**src/rtl/kdrc_pkg.sv**
```systemverilog
`timescale 1ns / 1ps
// ----------------------------------------------------------------------------
// kdrc_pkg
// Operation, key class and register codes and reset values for the key
// debounce, repeat and classify core.
// ----------------------------------------------------------------------------
package kdrc_pkg;

   typedef logic [2:0] op_type;
   typedef logic [2:0] class_type;
   typedef logic [1:0] reg_index_type;

   localparam op_type OP_TICK     = 3'd0;
   localparam op_type OP_PRESS    = 3'd1;
   localparam op_type OP_REPEAT   = 3'd2;
   localparam op_type OP_SHORT    = 3'd3;
   localparam op_type OP_LONG     = 3'd4;
   localparam op_type OP_LONG_R   = 3'd5;
   localparam op_type OP_RPT_L    = 3'd6;
   localparam op_type OP_CLASSIFY = 3'd7;

   localparam class_type CLASS_NONE      = 3'd0;
   localparam class_type CLASS_SHORT     = 3'd1;
   localparam class_type CLASS_HELD      = 3'd2;
   localparam class_type CLASS_VERY_LONG = 3'd3;
   localparam class_type CLASS_LONG      = 3'd4;

   localparam reg_index_type REG_REPEAT_KEYS   = 2'd0;
   localparam reg_index_type REG_START_DELAY   = 2'd1;
   localparam reg_index_type REG_INTERVAL      = 2'd2;
   localparam reg_index_type REG_VERY_LONG_LIM = 2'd3;

   localparam logic [7:0] RST_REPEAT_KEYS   = 8'd255;
   localparam logic [7:0] RST_START_DELAY   = 8'd50;
   localparam logic [7:0] RST_INTERVAL      = 8'd20;
   localparam logic [7:0] RST_VERY_LONG_LIM = 8'd200;

   localparam logic [7:0] HOLD_MAX = 8'hFF;

endpackage

```
**src/rtl/key_debounce_repeat_classifier_core.sv**
```systemverilog
`timescale 1ns / 1ps
// ----------------------------------------------------------------------------
// key_debounce_repeat_classifier_core
// Debounces eight active-low keys, raises press and repeat flags, answers
// flag queries and keeps a key class code.
// ----------------------------------------------------------------------------
// Usage:
//   req_* carries one operation beat: a tick with a raw pin sample, one of
//   the flag queries, or a classify step, each with a key mask.
//   rsp_* returns one beat per request: the reported keys, the key class
//   after the operation and the debounced key state.
//   csr_* is an APB-style port for repeat_keys, repeat_start_delay,
//   repeat_interval and very_long_limit at byte addresses 0, 4, 8 and 12;
//   write it only while no request is in flight.
// Throughput:
//   An accepted request lands in the input register; its result moves into
//   the result register once that register is free, and rsp_valid then
//   rises and the beat can leave. One request per cycle is taken without a
//   gap while the result side keeps taking beats; all work is a single pass
//   of bitwise logic and 8-bit counters on the state.
// Reset:
//   Clears both stages, the flags, timers, hold count and class, sets the
//   debounce counters to all ones and loads the register defaults.
// Stall:
//   A held result keeps its register; the input register still fills, and
//   req_ready drops only when both stages hold a beat.
// ----------------------------------------------------------------------------
module key_debounce_repeat_classifier_core
   import kdrc_pkg::*;
(
   input  logic        clock,
   input  logic        reset,
   // request channel
   input  logic        req_valid,
   output logic        req_ready,
   input  logic [2:0]  req_operation,
   input  logic [7:0]  req_pin_levels,
   input  logic [7:0]  req_key_select,
   // result channel
   output logic        rsp_valid,
   input  logic        rsp_ready,
   output logic [7:0]  rsp_selected_keys,
   output logic [2:0]  rsp_key_class,
   output logic [7:0]  rsp_debounced_keys,
   // configuration
   input  logic        csr_psel,
   input  logic        csr_penable,
   input  logic        csr_pwrite,
   input  logic [3:0]  csr_paddr,
   input  logic [31:0] csr_pwdata,
   output logic [31:0] csr_prdata,
   output logic        csr_pready
);

   // configuration registers
   logic [7:0] repeat_keys_ff;
   logic [7:0] start_delay_ff;
   logic [7:0] interval_ff;
   logic [7:0] very_long_lim_ff;
   logic       csr_write;
   reg_index_type csr_index;

   // input stage
   logic       s1_valid_ff;
   op_type     s1_op_ff;
   logic [7:0] s1_pins_ff;
   logic [7:0] s1_mask_ff;
   logic       s1_advance;
   logic       s2_ready;

   // key state
   logic [7:0] count_low_ff,   count_low_in;
   logic [7:0] count_high_ff,  count_high_in;
   logic [7:0] stable_ff,      stable_in;
   logic [7:0] press_ff,       press_in;
   logic [7:0] repeat_ff,      repeat_in;
   logic [7:0] timer_ff,       timer_in;
   logic [7:0] hold_ff,        hold_in;
   class_type  class_ff,       class_in;
   logic [7:0] selected_in;

   // result stage
   logic       rsp_valid_ff;
   logic [7:0] rsp_selected_ff;
   class_type  rsp_class_ff;
   logic [7:0] rsp_stable_ff;

   assign csr_pready = 1'b1;
   assign csr_write  = csr_psel & csr_penable & csr_pwrite;
   assign csr_index  = csr_paddr[3:2];

   always_comb begin
      case (csr_index)
         REG_REPEAT_KEYS:   csr_prdata = {24'd0, repeat_keys_ff};
         REG_START_DELAY:   csr_prdata = {24'd0, start_delay_ff};
         REG_INTERVAL:      csr_prdata = {24'd0, interval_ff};
         REG_VERY_LONG_LIM: csr_prdata = {24'd0, very_long_lim_ff};
         default:           csr_prdata = 32'd0;
      endcase
   end

   always_ff @(posedge clock) begin
      if (reset) begin
         repeat_keys_ff   <= RST_REPEAT_KEYS;
         start_delay_ff   <= RST_START_DELAY;
         interval_ff      <= RST_INTERVAL;
         very_long_lim_ff <= RST_VERY_LONG_LIM;
      end else if (csr_write) begin
         case (csr_index)
            REG_REPEAT_KEYS:   repeat_keys_ff   <= csr_pwdata[7:0];
            REG_START_DELAY:   start_delay_ff   <= csr_pwdata[7:0];
            REG_INTERVAL:      interval_ff      <= csr_pwdata[7:0];
            REG_VERY_LONG_LIM: very_long_lim_ff <= csr_pwdata[7:0];
            default: begin
            end
         endcase
      end
   end

   // handshake: result register frees when taken, input stage follows
   assign s2_ready   = ~rsp_valid_ff | rsp_ready;
   assign s1_advance = s1_valid_ff & s2_ready;
   assign req_ready  = ~s1_valid_ff | s2_ready;

   always_ff @(posedge clock) begin
      if (reset) begin
         s1_valid_ff <= 1'b0;
      end else if (req_ready) begin
         s1_valid_ff <= req_valid;
      end
   end

   always_ff @(posedge clock) begin
      if (req_ready && req_valid) begin
         s1_op_ff   <= req_operation;
         s1_pins_ff <= req_pin_levels;
         s1_mask_ff <= req_key_select;
      end
   end

   // one operation on the key state
   always_comb begin
      logic [7:0] chg;
      logic [7:0] chg_done;
      logic [7:0] timer_load;
      logic [7:0] timer_dec;
      logic [7:0] mask2;
      logic [7:0] rpt_taken;
      logic [7:0] short_keys;

      count_low_in  = count_low_ff;
      count_high_in = count_high_ff;
      stable_in     = stable_ff;
      press_in      = press_ff;
      repeat_in     = repeat_ff;
      timer_in      = timer_ff;
      hold_in       = hold_ff;
      class_in      = class_ff;
      selected_in   = 8'd0;

      chg        = 8'd0;
      chg_done   = 8'd0;
      timer_load = 8'd0;
      timer_dec  = 8'd0;
      mask2      = 8'd0;
      rpt_taken  = 8'd0;
      short_keys = 8'd0;

      case (s1_op_ff)
         OP_TICK: begin
            // two-bit vertical counter per key; toggle after four ticks
            chg           = stable_ff ^ ~s1_pins_ff;
            count_low_in  = ~(count_low_ff & chg);
            count_high_in = count_low_in ^ (count_high_ff & chg);
            chg_done      = chg & count_low_in & count_high_in;
            stable_in     = stable_ff ^ chg_done;
            press_in      = press_ff | (stable_in & chg_done);

            timer_load = ((stable_in & repeat_keys_ff) == 8'd0) ? start_delay_ff
                                                                 : timer_ff;
            timer_dec  = timer_load - 8'd1;
            if (timer_dec == 8'd0) begin
               timer_in  = interval_ff;
               repeat_in = repeat_ff | (stable_in & repeat_keys_ff);
            end else begin
               timer_in = timer_dec;
            end

            if (stable_in != 8'd0 && hold_ff != HOLD_MAX) begin
               hold_in = hold_ff + 8'd1;
            end
         end
         OP_PRESS: begin
            selected_in = s1_mask_ff & press_ff;
            press_in    = press_ff ^ selected_in;
         end
         OP_REPEAT: begin
            selected_in = s1_mask_ff & repeat_ff;
            repeat_in   = repeat_ff ^ selected_in;
         end
         OP_SHORT: begin
            selected_in = s1_mask_ff & ~stable_ff & press_ff;
            press_in    = press_ff ^ selected_in;
         end
         OP_LONG: begin
            rpt_taken   = s1_mask_ff & repeat_ff;
            repeat_in   = repeat_ff ^ rpt_taken;
            selected_in = rpt_taken & press_ff;
            press_in    = press_ff ^ selected_in;
         end
         OP_LONG_R: begin
            mask2       = s1_mask_ff & press_ff;
            rpt_taken   = mask2 & repeat_ff;
            repeat_in   = repeat_ff ^ rpt_taken;
            selected_in = rpt_taken & press_ff;
            press_in    = press_ff ^ selected_in;
         end
         OP_RPT_L: begin
            mask2       = s1_mask_ff & ~press_ff;
            selected_in = mask2 & repeat_ff;
            repeat_in   = repeat_ff ^ selected_in;
         end
         default: begin
            // classify: short release wins, then long, then class aging
            short_keys = s1_mask_ff & ~stable_ff & press_ff;
            if (short_keys != 8'd0) begin
               selected_in = short_keys;
               press_in    = press_ff ^ short_keys;
               class_in    = CLASS_SHORT;
            end else begin
               rpt_taken   = s1_mask_ff & repeat_ff;
               repeat_in   = repeat_ff ^ rpt_taken;
               selected_in = rpt_taken & press_ff;
               press_in    = press_ff ^ selected_in;
               if (selected_in != 8'd0) begin
                  class_in = CLASS_HELD;
                  hold_in  = 8'd0;
               end else if (class_ff == CLASS_HELD && hold_ff > very_long_lim_ff) begin
                  class_in = CLASS_VERY_LONG;
               end else if (class_ff == CLASS_HELD && (stable_ff & s1_mask_ff) == 8'd0) begin
                  class_in = CLASS_LONG;
               end
            end
         end
      endcase
   end

   always_ff @(posedge clock) begin
      if (reset) begin
         count_low_ff  <= 8'hFF;
         count_high_ff <= 8'hFF;
         stable_ff     <= 8'd0;
         press_ff      <= 8'd0;
         repeat_ff     <= 8'd0;
         timer_ff      <= 8'd0;
         hold_ff       <= 8'd0;
         class_ff      <= CLASS_NONE;
      end else if (s1_advance) begin
         count_low_ff  <= count_low_in;
         count_high_ff <= count_high_in;
         stable_ff     <= stable_in;
         press_ff      <= press_in;
         repeat_ff     <= repeat_in;
         timer_ff      <= timer_in;
         hold_ff       <= hold_in;
         class_ff      <= class_in;
      end
   end

   always_ff @(posedge clock) begin
      if (reset) begin
         rsp_valid_ff <= 1'b0;
      end else if (s2_ready) begin
         rsp_valid_ff <= s1_valid_ff;
      end
   end

   // hold the result while the receiver stalls
   always_ff @(posedge clock) begin
      if (s1_advance) begin
         rsp_selected_ff <= selected_in;
         rsp_class_ff    <= class_in;
         rsp_stable_ff   <= stable_in;
      end
   end

   assign rsp_valid          = rsp_valid_ff;
   assign rsp_selected_keys  = rsp_selected_ff;
   assign rsp_key_class      = rsp_class_ff;
   assign rsp_debounced_keys = rsp_stable_ff;

endmodule

```
**config.mk**
```make
export PLATFORM = sky130hd
export DESIGN_NAME = key_debounce_repeat_classifier_core
export DESIGN_NICKNAME = d
export VERILOG_FILES = /design/src/rtl/kdrc_pkg.sv /design/src/rtl/key_debounce_repeat_classifier_core.sv
export SDC_FILE = /design/constraint.sdc
export NUM_CORES = 1
export LEC_CHECK = 0
export BUFFER_PORTS_ARGS = -buffer_cell sky130_fd_sc_hd__buf_2
export CAP_MARGIN = 10
export CORE_ASPECT_RATIO = 1.1
export CORE_MARGIN = 2
export CORE_UTILIZATION = 36
export CTS_BUF_LIST = sky130_fd_sc_hd__clkbuf_8
export CTS_CLUSTER_DIAMETER = 50
export DETAILED_ROUTE_END_ITERATION = 12
export GPL_TIMING_DRIVEN = 0
export PLACE_DENSITY = 0.66
export SKIP_LAST_GASP = 1
export SLEW_MARGIN = 20
export SYNTH_ARGS = -nofsm -noshare
export SYNTH_HDL_FRONTEND = slang
export SYNTH_SLANG_ARGS = --single-unit
```
**constraint.sdc**
```tcl
create_clock -name clock -period 5.85 [get_ports clock]
set_input_delay 1.17 -clock clock [delete_from_list [all_inputs] [get_ports clock]]
set_output_delay 1.17 -clock clock [all_outputs]
set_load 0.005 [all_outputs]
```
Word level (Yosys, flattened, before mapping) --
Cells that the tools add are included.
Word-level totals: bits in registers 131, input port bits 62, output and inout bits 54
Cells by class: add/subtract/negate cells 2, $lt $le $gt $ge 1, equality and inequality tests 15, muxes and demuxes 20, bitwise gates (word level) 42, reduce and logical (&&, ||, !) cells 26
Operator list (count):
- 8-bit bitwise AND | 16
- 32-bit one-hot mux with 4 select lines | 1
- 8-bit 2-to-1 mux | 10
- 8-bit XOR | 10
- 8-bit one-hot mux with 7 select lines | 1
- 8-bit one-hot mux with 6 select lines | 1
- 8-bit one-hot mux with 5 select lines | 1
- 8-bit inverter | 4
- 8-bit logical NOT | 3
- 8-bit nonzero test | 3
- 8-bit OR | 2
- 8-bit one-hot mux with 2 select lines | 1
- 3-bit 2-to-1 mux | 5
- 2-bit AND reduction | 6
- 3-bit by 2-bit == test with 1-bit output, second input constant | 3
- 3-bit == test, second input constant | 3
- 8-bit by 1-bit adder with 8-bit output, second input constant | 1
- 8-bit > comparator | 1
- 8-bit != test, second input constant | 1
- 8-bit by 1-bit subtractor with 8-bit output, second input constant | 1
- 7-bit OR reduction | 1
- 2-bit OR reduction | 3
- 6-bit OR reduction | 1
- 5-bit by 2-bit != test with 1-bit output, second input constant | 1
- other kinds (14) | 26

Longest topological paths before layout --
Gate-level depths: netlist of run 1.
word-level depth 14, mapped depth 20, gate-level depth less buffers 16

Least setup slack after synthesis of run 1 --
OpenSTA, ideal clock, no wires.
path kind flip-flop to flip-flop, from register stable_ff[7], to register repeat_ff[0], setup time 74 ps, arrival time 4205 ps, data required time 5776 ps, setup slack 1571 ps, cell stages (with the launch flop) 20, buffers on the path 4, cells stage by stage dfxtp_1 -> clkbuf_1 -> xor2_1 -> nor3_1 -> ha_1 -> nor2b_1 -> nor4_1 -> nand2_1 -> clkbuf_1 -> mux2_2 -> inv_1 -> ha_1 -> clkbuf_1 -> o41ai_1 -> nand3_1 -> mux2_4 -> a211oi_4 -> buf_6 -> nand4_1 -> a31oi_1
Between the ends: cells in the longest elaborated chain, start to end 13, elaborated cells on any way between the ends 20
Ends and longest elaborated chain:
- start: declaration | line key_debounce_repeat_classifier_core.sv:74 | logic [7:0] stable_ff, stable_in;
- start signal: assignment | line key_debounce_repeat_classifier_core.sv:261 | stable_ff <= stable_in;
- 8-bit XOR | line key_debounce_repeat_classifier_core.sv:172 | chg = stable_ff ^ ~s1_pins_ff;
- 8-bit bitwise AND | line key_debounce_repeat_classifier_core.sv:173 | count_low_in = ~(count_low_ff & chg);
- 8-bit inverter | line key_debounce_repeat_classifier_core.sv:173
- 8-bit bitwise AND or 8-bit XOR (tied branches) | line key_debounce_repeat_classifier_core.sv:175, key_debounce_repeat_classifier_core.sv:174
- 8-bit bitwise AND | line key_debounce_repeat_classifier_core.sv:175 | chg_done = chg & count_low_in & count_high_in;
- 8-bit XOR | line key_debounce_repeat_classifier_core.sv:176 | stable_in = stable_ff ^ chg_done;
- 8-bit bitwise AND | line key_debounce_repeat_classifier_core.sv:179 | timer_load = ((stable_in & repeat_keys_ff) == 8'd0) ? start_delay_ff
- 8-bit logical NOT | line key_debounce_repeat_classifier_core.sv:179
- 8-bit 2-to-1 mux | line key_debounce_repeat_classifier_core.sv:179
- 8-bit by 1-bit subtractor with 8-bit output | line key_debounce_repeat_classifier_core.sv:181 | timer_dec = timer_load - 8'd1;
- 8-bit logical NOT | line key_debounce_repeat_classifier_core.sv:182 | if (timer_dec == 8'd0) begin
- 2-bit != test (no source line)
- 4-bit AND reduction (no source line) *
- end signal: assignment | line key_debounce_repeat_classifier_core.sv:263 | repeat_ff <= repeat_in;
- end: declaration | line key_debounce_repeat_classifier_core.sv:76 | logic [7:0] repeat_ff, repeat_in;
Mark *: on every way between the ends. The rest lies on a longest branch, timed or not. A chain may end at the register's enable or synchronous reset.

Worst setup path after layout of run 1 --
from register stable_ff[6], to register repeat_ff[3]
The elaborated chain is that of the path after synthesis.

==> results of run 1 <==
final timing paths:
path | slack [ps] | from | cells past startpoint | end
max | 300 | stable_ff[6] | 19 | repeat_ff[3]
min | 490 | class_ff[0] | 2 | class_ff[0]
max reg2reg | 300 | stable_ff[6] | 19 | repeat_ff[3]
min reg2reg | 490 | class_ff[0] | 2 | class_ff[0]
metal layers:
metal	wire (um)	vias to the layer above
met5	0	-
met4	389	0
met3	1360	37
met2	9730	244
met1	9210	3067
li1	-	3184
flip-flops by register name, summed over array words and instances (netlist names), 3 cells and up:
register,count
very_long_lim_ff,8
class_ff,3
rsp_debounced_keys,8
s1_mask_ff,8
s1_pins_ff,8
interval_ff,8
timer_ff,8
repeat_ff,8
hold_ff,8
count_low_ff,8
rsp_selected_keys,8
count_high_ff,8
press_ff,8
repeat_keys_ff,8
rsp_key_class,3
s1_op_ff,3
stable_ff,8
start_delay_ff,8
synthesized netlist by cell type, types with 3 or more instances:
cell type / count / area, sq um
mux4_2: 8 / 180
nor3_1: 25 / 125
a21oi_1: 47 / 235
buf_2: 4 / 20.0
a31oi_1: 8 / 50.1
o22ai_1: 6 / 37.5
mux2_2: 4 / 45.0
o41ai_1: 3 / 26.3
a22oi_1: 9 / 67.6
a311oi_1: 5 / 43.8
clkbuf_1: 51 / 191
nand3_1: 13 / 65.1
o21ai_0: 58 / 290
and3_1: 11 / 68.8
edfxtp_1: 38 / 1140
a32o_1: 3 / 30.0
nor2b_1: 17 / 106
nand2_1: 96 / 360
xnor2_1: 12 / 105
a21o_1: 6 / 45.0
and2_1: 3 / 18.8
dfxtp_1: 93 / 1860
mux2i_1: 40 / 400
o21a_1: 5 / 37.5
xor2_1: 14 / 123
a211oi_1: 9 / 67.6
nor2_1: 80 / 300
nor4_1: 4 / 25.0
nand4_1: 16 / 100
o211ai_1: 9 / 67.6
a2111oi_0: 7 / 61.3
nand2b_1: 8 / 50.1
o2111ai_1: 3 / 26.3
a22o_1: 6 / 52.6
nor3b_1: 7 / 52.6
inv_1: 28 / 105
and4b_1: 4 / 40.0
buf_4: 25 / 188
a32oi_1: 4 / 35.0
nand3b_1: 7 / 52.6
ha_1: 19 / 238
report_power, final:
group          total (mW)  switching, mW  leakage, nW  internal, mW
logic               0.216          0.134         2.01        0.0818
clock network       0.792          0.437        0.200         0.355
registers           0.969         0.0159         1.12         0.953
cell type report:
cell class | instances | share of cell area, %
Tap cell | 252 | 3.72
Clock buffer | 17 | 2.76
Timing Repair Buffer | 63 | 3.72
Inverter | 29 | 1.29
Buffer | 83 | 5.02
Multi-Input combinational cell | 620 | 46.1
Clock inverter | 15 | 1.94
Sequential cell | 131 | 35.5
kinds of logic after synthesis:
| kind of cell | Yosys count | share of synthesized area (%) |
|---|---|---|
| mux | 53 | 8.72 |
| compound gates | 197 | 17.2 |
| xor+xnor | 26 | 3.10 |
| fa+ha+maj | 19 | 3.24 |
| buf+inv | 112 | 7.27 |
| other cells | 2 | 0.102 |
| flops | 131 | 40.9 |
| simple gates | 300 | 19.5 |
worst max-delay path: cells and delay by family (launching register included):
kind / cells / cell delay, ps
compound gates: 3 / 1090
mux: 2 / 620
fa+ha+maj: 2 / 530
xor+xnor: 1 / 210
buf+inv: 5 / 1210
flops: 1 / 320
simple gates: 6 / 1470
what timing repair did:
| item | in CTS | in global routing |
|---|---|---|
| hold endpoints to repair | 0 | 0 |
| resized for setup | 0 | 1 |
| setup endpoints to repair | 0 | 14 |
metrics by stage:
stage,hold slack [ps],power (mW)
3_3_place_gp,462,1.20
3_5_place_dp,480,1.20
2_1_floorplan,446,1.13
5_1_grt,526,2.04
6_report,488,1.98
4_1_cts,492,1.98
==> flow_metrics.env, run 1 <==
export IMPL_status="finished, final reports clean"
export IMPL_die_w_um=140
export IMPL_crit_path_start_kind="flop"
export IMPL_final_antenna_net_count=0
export IMPL_port_buffers=63
export IMPL_cp_slowest_cell="o41ai_1"
export IMPL_h_tree_depth=4
export IMPL_hold_viol=0
export IMPL_std_cell_rows=54
export IMPL_ys_flop_type="dfxtp_1"
export IMPL_met2_usage_pct=32.0
export IMPL_synthArstFlopShare_pct=0
export IMPL_die_h_um=154
export IMPL_wl_mm=20.7
export IMPL_use_met1_pct=25.2
export IMPL_yosys_warnings=0
export IMPL_fin_crit_sh_pct=94.8
export IMPL_arrival_ps=5960
export IMPL_fmax_mhz=180
export IMPL_cts_tree="built"
export IMPL_initial_utilization_pct=36.8
export IMPL_clk_pin_slew_ps=90
export IMPL_grt_pass1_vias=6144
export IMPL_cts_root_buf="clkbuf_8"
export IMPL_grt_pass1_wl_mm=32.7
export IMPL_antenna_cells=0
export IMPL_vdd_drop_max_uv=141
export IMPL_area_growth_pct=15.3
export IMPL_synth_seq_cells=131
export IMPL_tightest_slew_ps=1010
export IMPL_synth_edf_count=38
export IMPL_ys_types=59
export IMPL_seqCellArea_sq_um=3000
export IMPL_drcViolationCount=0
export IMPL_synth_cell_area_sq_um=7340
export IMPL_p_leak_nw=3.34
export IMPL_worst_hold_path_type="flop to flop"
export IMPL_globalplace_congestion=0.924
export IMPL_post_route_min_period_ps=5550
export IMPL_drive_above_1_share_pct=15.3
export IMPL_synth_seq_area_share_pct=40.9
export IMPL_grt_most_used_layer="met2"
export IMPL_antenna_found_initial=0
export IMPL_dpl_worst_slack_ps=418
export IMPL_cts_sinks=131
export IMPL_track_usage_pct=19.2
export IMPL_placed_cells=1178
export IMPL_crit_top_cell="clkbuf_1"
export IMPL_hpwl_mm=15.3
export IMPL_setup_violations=0
export IMPL_critical_path_required_ps=6260
export IMPL_final_util_pct=42.5
export IMPL_viasPerCell=5.40
export IMPL_fillers=1995
export IMPL_dieArea_sq_um=21600
export IMPL_syn_inst=840
export IMPL_routedWlPerCell_um=17.1
export IMPL_finalMaxSlewViolations=0
export IMPL_cts_hold_buf=0
export IMPL_path_cells="clkbuf_1 -> xnor2_1 -> nor3b_1 -> ha_1 -> nor2b_1 -> nor4_2 -> nand2_1 -> clkbuf_1 -> mux2_2 -> inv_1 -> ha_1 -> clkbuf_1 -> o41ai_1 -> nand3_1 -> mux2_4 -> a211oi_4 -> buf_6 -> nand4_1 -> a21oi_1"
export IMPL_maxCapViolCount=0
export IMPL_multi_input_area_sq_um=3910
export IMPL_grt_max_degree=26
export IMPL_skew_ps=14.9
export IMPL_first_pass_iters=5
export IMPL_end_kind="flop"
export IMPL_finalNetCount=1026
export IMPL_place_area_sq_um=8070
export IMPL_final_setup_worst_slack_ps=302
export IMPL_post_cts_buffers=0
export IMPL_layoutNonFillerInstCount=1210
export IMPL_max_stage_delay_ps=480
export IMPL_clockBufferDepth=2
export IMPL_vias=6532
export IMPL_syn_avg_cell_area_sq_um=8.74
export IMPL_crit_fanout=10
export IMPL_path_class="flop to flop"
export IMPL_final_cell_mix="nand2_1 (96), dfxtp_1 (93), nor2_1 (80)"
export IMPL_io_pins=116
export IMPL_use_met3_pct=3.74
export IMPL_fin_tns_setup_ps=0
export IMPL_power_density_nw_per_um2=233
export IMPL_overflow=0
export IMPL_clkLatencyLatePin_ps=480
export IMPL_cts_buffers=17
export IMPL_relSlewSlack_pct=32.6
export IMPL_final_area_sq_um=8470
export IMPL_core_sq_um=19900
export IMPL_final_common_cell="nand2_1"
export IMPL_drt_iter0_drc=498
(Power assumes the default switching activity.)
==> run 2, diff against run 1 <==
--- a/config.mk
+++ b/config.mk
@@ -5,6 +5,7 @@
 export SDC_FILE = /design/constraint.sdc
 export NUM_CORES = 1
 export LEC_CHECK = 0
+export ABC_AREA = 1
 export BUFFER_PORTS_ARGS = -buffer_cell sky130_fd_sc_hd__buf_2
 export CAP_MARGIN = 10
 export CORE_ASPECT_RATIO = 1.1
==> run 2 against run 1 <==
Sequential power increased by 0.9%. Non-clock buffer count is 34 lower. Count of clock-buffer cells in the layout up 1. Synthesized cell count increased by 15%. Sequential share of layout area is 0.33 points higher. First-iteration DRC count up 30%. Combinational power grew 11%. Clock skew up 1.7 ps. Die area is 1.4% lower. Register-to-register slack better by 2100 ps. Clock power increased by 7.4%. Cell count is 10% higher.
==> flow_metrics.env, run 2 <==
export IMPL_end_kind="flop"
export IMPL_whs_ps=467
export IMPL_synth_seq_area_share_pct=41.5
export IMPL_vdd_drop_max_uv=153
export IMPL_hold_viol=0
export IMPL_netlist_area_leader_share_pct=25.7
export IMPL_syn_inst=962
export IMPL_drcViolationCount=0
export IMPL_final_cell_mix="nand2_1 (182), inv_1 (104), nor2_1 (97)"
export IMPL_placed_cells=1301
export IMPL_port_buffers=64
export IMPL_antenna_found_initial=0
export IMPL_maxCapViolCount=0
export IMPL_dieArea_sq_um=21300
export IMPL_critical_path_required_ps=6190
export IMPL_rr_worst_depth=21
export IMPL_finalMaxSlewViolations=0
export IMPL_post_route_min_period_ps=3460
export IMPL_cts_buffers=17
export IMPL_power_density_nw_per_um2=246
export IMPL_cts_sinks=131
export IMPL_hold_path_end="timer_ff[1]"
export IMPL_h_tree_depth=4
export IMPL_combPwrFrac_pct=11.5
export IMPL_fin_tns_setup_ps=0
export IMPL_reg2reg_to="repeat_ff[7]"
export IMPL_die_w_um=139
export IMPL_path_class="flop to flop"
export IMPL_seqPwrFrac_pct=47.3
export IMPL_synthTopCellsByArea="dfxtp_1 (26%), edfxtp_1 (16%), nand2_1 (9.4%)"
export IMPL_layoutNonFillerInstCount=1333
export IMPL_clockBufferDepth=2
export IMPL_hpwl_mm=16.3
export IMPL_switching_share_pct=26.8
export IMPL_synthArstFlopShare_pct=0
export IMPL_globalplace_congestion=0.914
export IMPL_overflow=0
export IMPL_rr_startpoint="stable_ff[7]"
export IMPL_antenna_cells=0
export IMPL_synth_common_cells="nand2_1 (182), inv_1 (103), nor2_1 (97)"
export IMPL_grt_pass1_vias=6441
export IMPL_routedWlPerCell_um=15.9
export IMPL_internal_power_mw=1.51
export IMPL_clockPowerShare_pct=41.2
export IMPL_area_growth_pct=16.0
export IMPL_viasPerCell=5.16
export IMPL_grt_pass1_wl_mm=33.7
export IMPL_tightest_slew_ps=920
export IMPL_clk_pin_slew_ps=80
export IMPL_wl_mm=21.1
export IMPL_p_sw_uw=555
export IMPL_post_cts_resized=0
export IMPL_min_path_cells=2
export IMPL_fmax_mhz=289
export IMPL_arrival_ps=3800
export IMPL_skew_ps=16.6
export IMPL_drive_above_1_share_pct=14.8
export IMPL_synth_area_leader_cell="dfxtp_1"
export IMPL_std_cell_rows=54
export IMPL_worst_hold_path_type="flop to flop"
export IMPL_crit_fanout=10
export IMPL_regToRegSetupSlack_ps=2390
export IMPL_clkLatencyLatePin_ps=480
export IMPL_synth_edf_count=38
export IMPL_finalNetCount=1149
export IMPL_cts_root_buf="clkbuf_8"
export IMPL_grt_max_degree=24
export IMPL_drt_iter0_drc=647
export IMPL_io_pins=116
export IMPL_final_setup_worst_slack_ps=2390
export IMPL_initial_utilization_pct=36.6
export IMPL_cts_hold_buf=0
export IMPL_ys_flop_type="dfxtp_1"
export IMPL_post_cts_buffers=0
export IMPL_final_common_cell="nand2_1"
export IMPL_relSlewSlack_pct=38.6
export IMPL_p_leak_nw=3.62
export IMPL_vias=6883
export IMPL_status="finished, final reports clean"
export IMPL_worstHoldStart="timer_ff[1]"
export IMPL_final_antenna_net_count=0
export IMPL_track_usage_pct=20.0
export IMPL_cts_tree="built"
export IMPL_yosys_warnings=0
export IMPL_first_pass_iters=5
export IMPL_core_sq_um=19800
export IMPL_ys_types=47
export IMPL_dpl_worst_slack_ps=2400
export IMPL_syn_avg_cell_area_sq_um=7.52
export IMPL_synth_cell_area_sq_um=7240
export IMPL_rsz0062_at_grt="false"
export IMPL_crit_path_start_kind="flop"
export IMPL_die_h_um=153
export IMPL_setup_violations=0
export IMPL_fin_crit_sh_pct=59.2
export IMPL_yosys_cell_count_top_type="nand2_1"
export IMPL_synth_seq_cells=131
run 2: cell types whose count changed in the layout (fill, tap and decap cells not counted), moves of 21 or more:
cell / delta
nand3_1: +52
mux2i_1: -40
a21oi_1: +21
clkbuf_1: -34
o21ai_0: +31
inv_1: +76
nand2_1: +86
run 2: routing by layer:
metal / vias to the layer above / part of all wire, % / global-route usage [%]
met1: 3138 / 44 / 25.0
met2: 247 / 47 / 33.6
li1: 3444 / - / -
met5: - / 0 / 0
met3: 54 / 5.6 / 3.36
met4: 0 / 3.8 / 9.76
run 2: how the worst max path moves through the flow:
stage | cells after the start | slack, ps | start | endpoint
after floorplan | 6 | 2870 | csr_paddr[3] | csr_prdata[1]
after CTS | 21 | 2370 | stable_ff[7] | repeat_ff[7]
after global placement | 8 | 2400 | csr_paddr[3] | csr_prdata[1]
after global routing | 21 | 2080 | stable_ff[7] | repeat_ff[7]
after detailed placement | 21 | 2400 | stable_ff[7] | repeat_ff[7]
final | 21 | 2390 | stable_ff[7] | repeat_ff[7]
run 2: final cells by class:
cell class / count / area, sq um
clock buffers: 18 / 248
repair buffers: 64 / 320
well taps: 252 / 315
inverters: 114 / 428
fillers: 2001 / 11400
flip-flops and latches: 131 / 3000
clock inverters: 14 / 186
multi-input cells: 692 / 3590
plain buffers: 48 / 305
run 2: power by group through the flow:
stage               Clock [mW]  Combinational, mW  Sequential [mW]
floorplan                    0              0.161            0.992
global placement             0              0.235            0.998
detailed placement           0              0.237            0.999
CTS                      0.861              0.238            0.978
global route             0.905              0.265            0.981
finish                   0.851              0.239            0.978
run 2: logic make-up (layout without fill, tap and decap cells):
| logic type | Yosys count | count (layout) | share of synthesized area, % |
|---|---|---|---|
| xor gates and xnor gates | 11 | 11 | 1.33 |
| DFF | 131 | 131 | 41.5 |
| AOI/OAI and AO/OA | 231 | 231 | 18.5 |
| other | 2 | 25 | 0.104 |
| and+or+nand+nor | 406 | 406 | 25.2 |
| buffers and inverters | 162 | 258 | 10.1 |
| adders and majority gates | 19 | 19 | 3.29 |
run 2: through the flow:
stage                     area, sq um  power (mW)  util [%]
after detailed placement         7960        1.24      40.2
after global placement           7960        1.23      40.2
after global routing             8390        2.15      42.4
after floorplan                  7320        1.15         -
final                            8390        2.07      42.4
after CTS                        8390        2.08      42.4
run 2: critical path, stage by stage (launching register included):
cell      delay [ps]
dfxtp_1          470
xor2_1           250
nor3_1           100
ha_1             360
inv_2             70
nand2_4           70
nand2_2           60
nor2_4           270
nand3b_1         150
nand2_1          150
ha_1             200
inv_1             70
nor2_2           120
nand3_1           90
nand2_1           90
nand2_2           70
nor2_4           160
nand3_4          160
nand2_8          140
nand2_4          100
nand2_1          120
a21oi_2           50
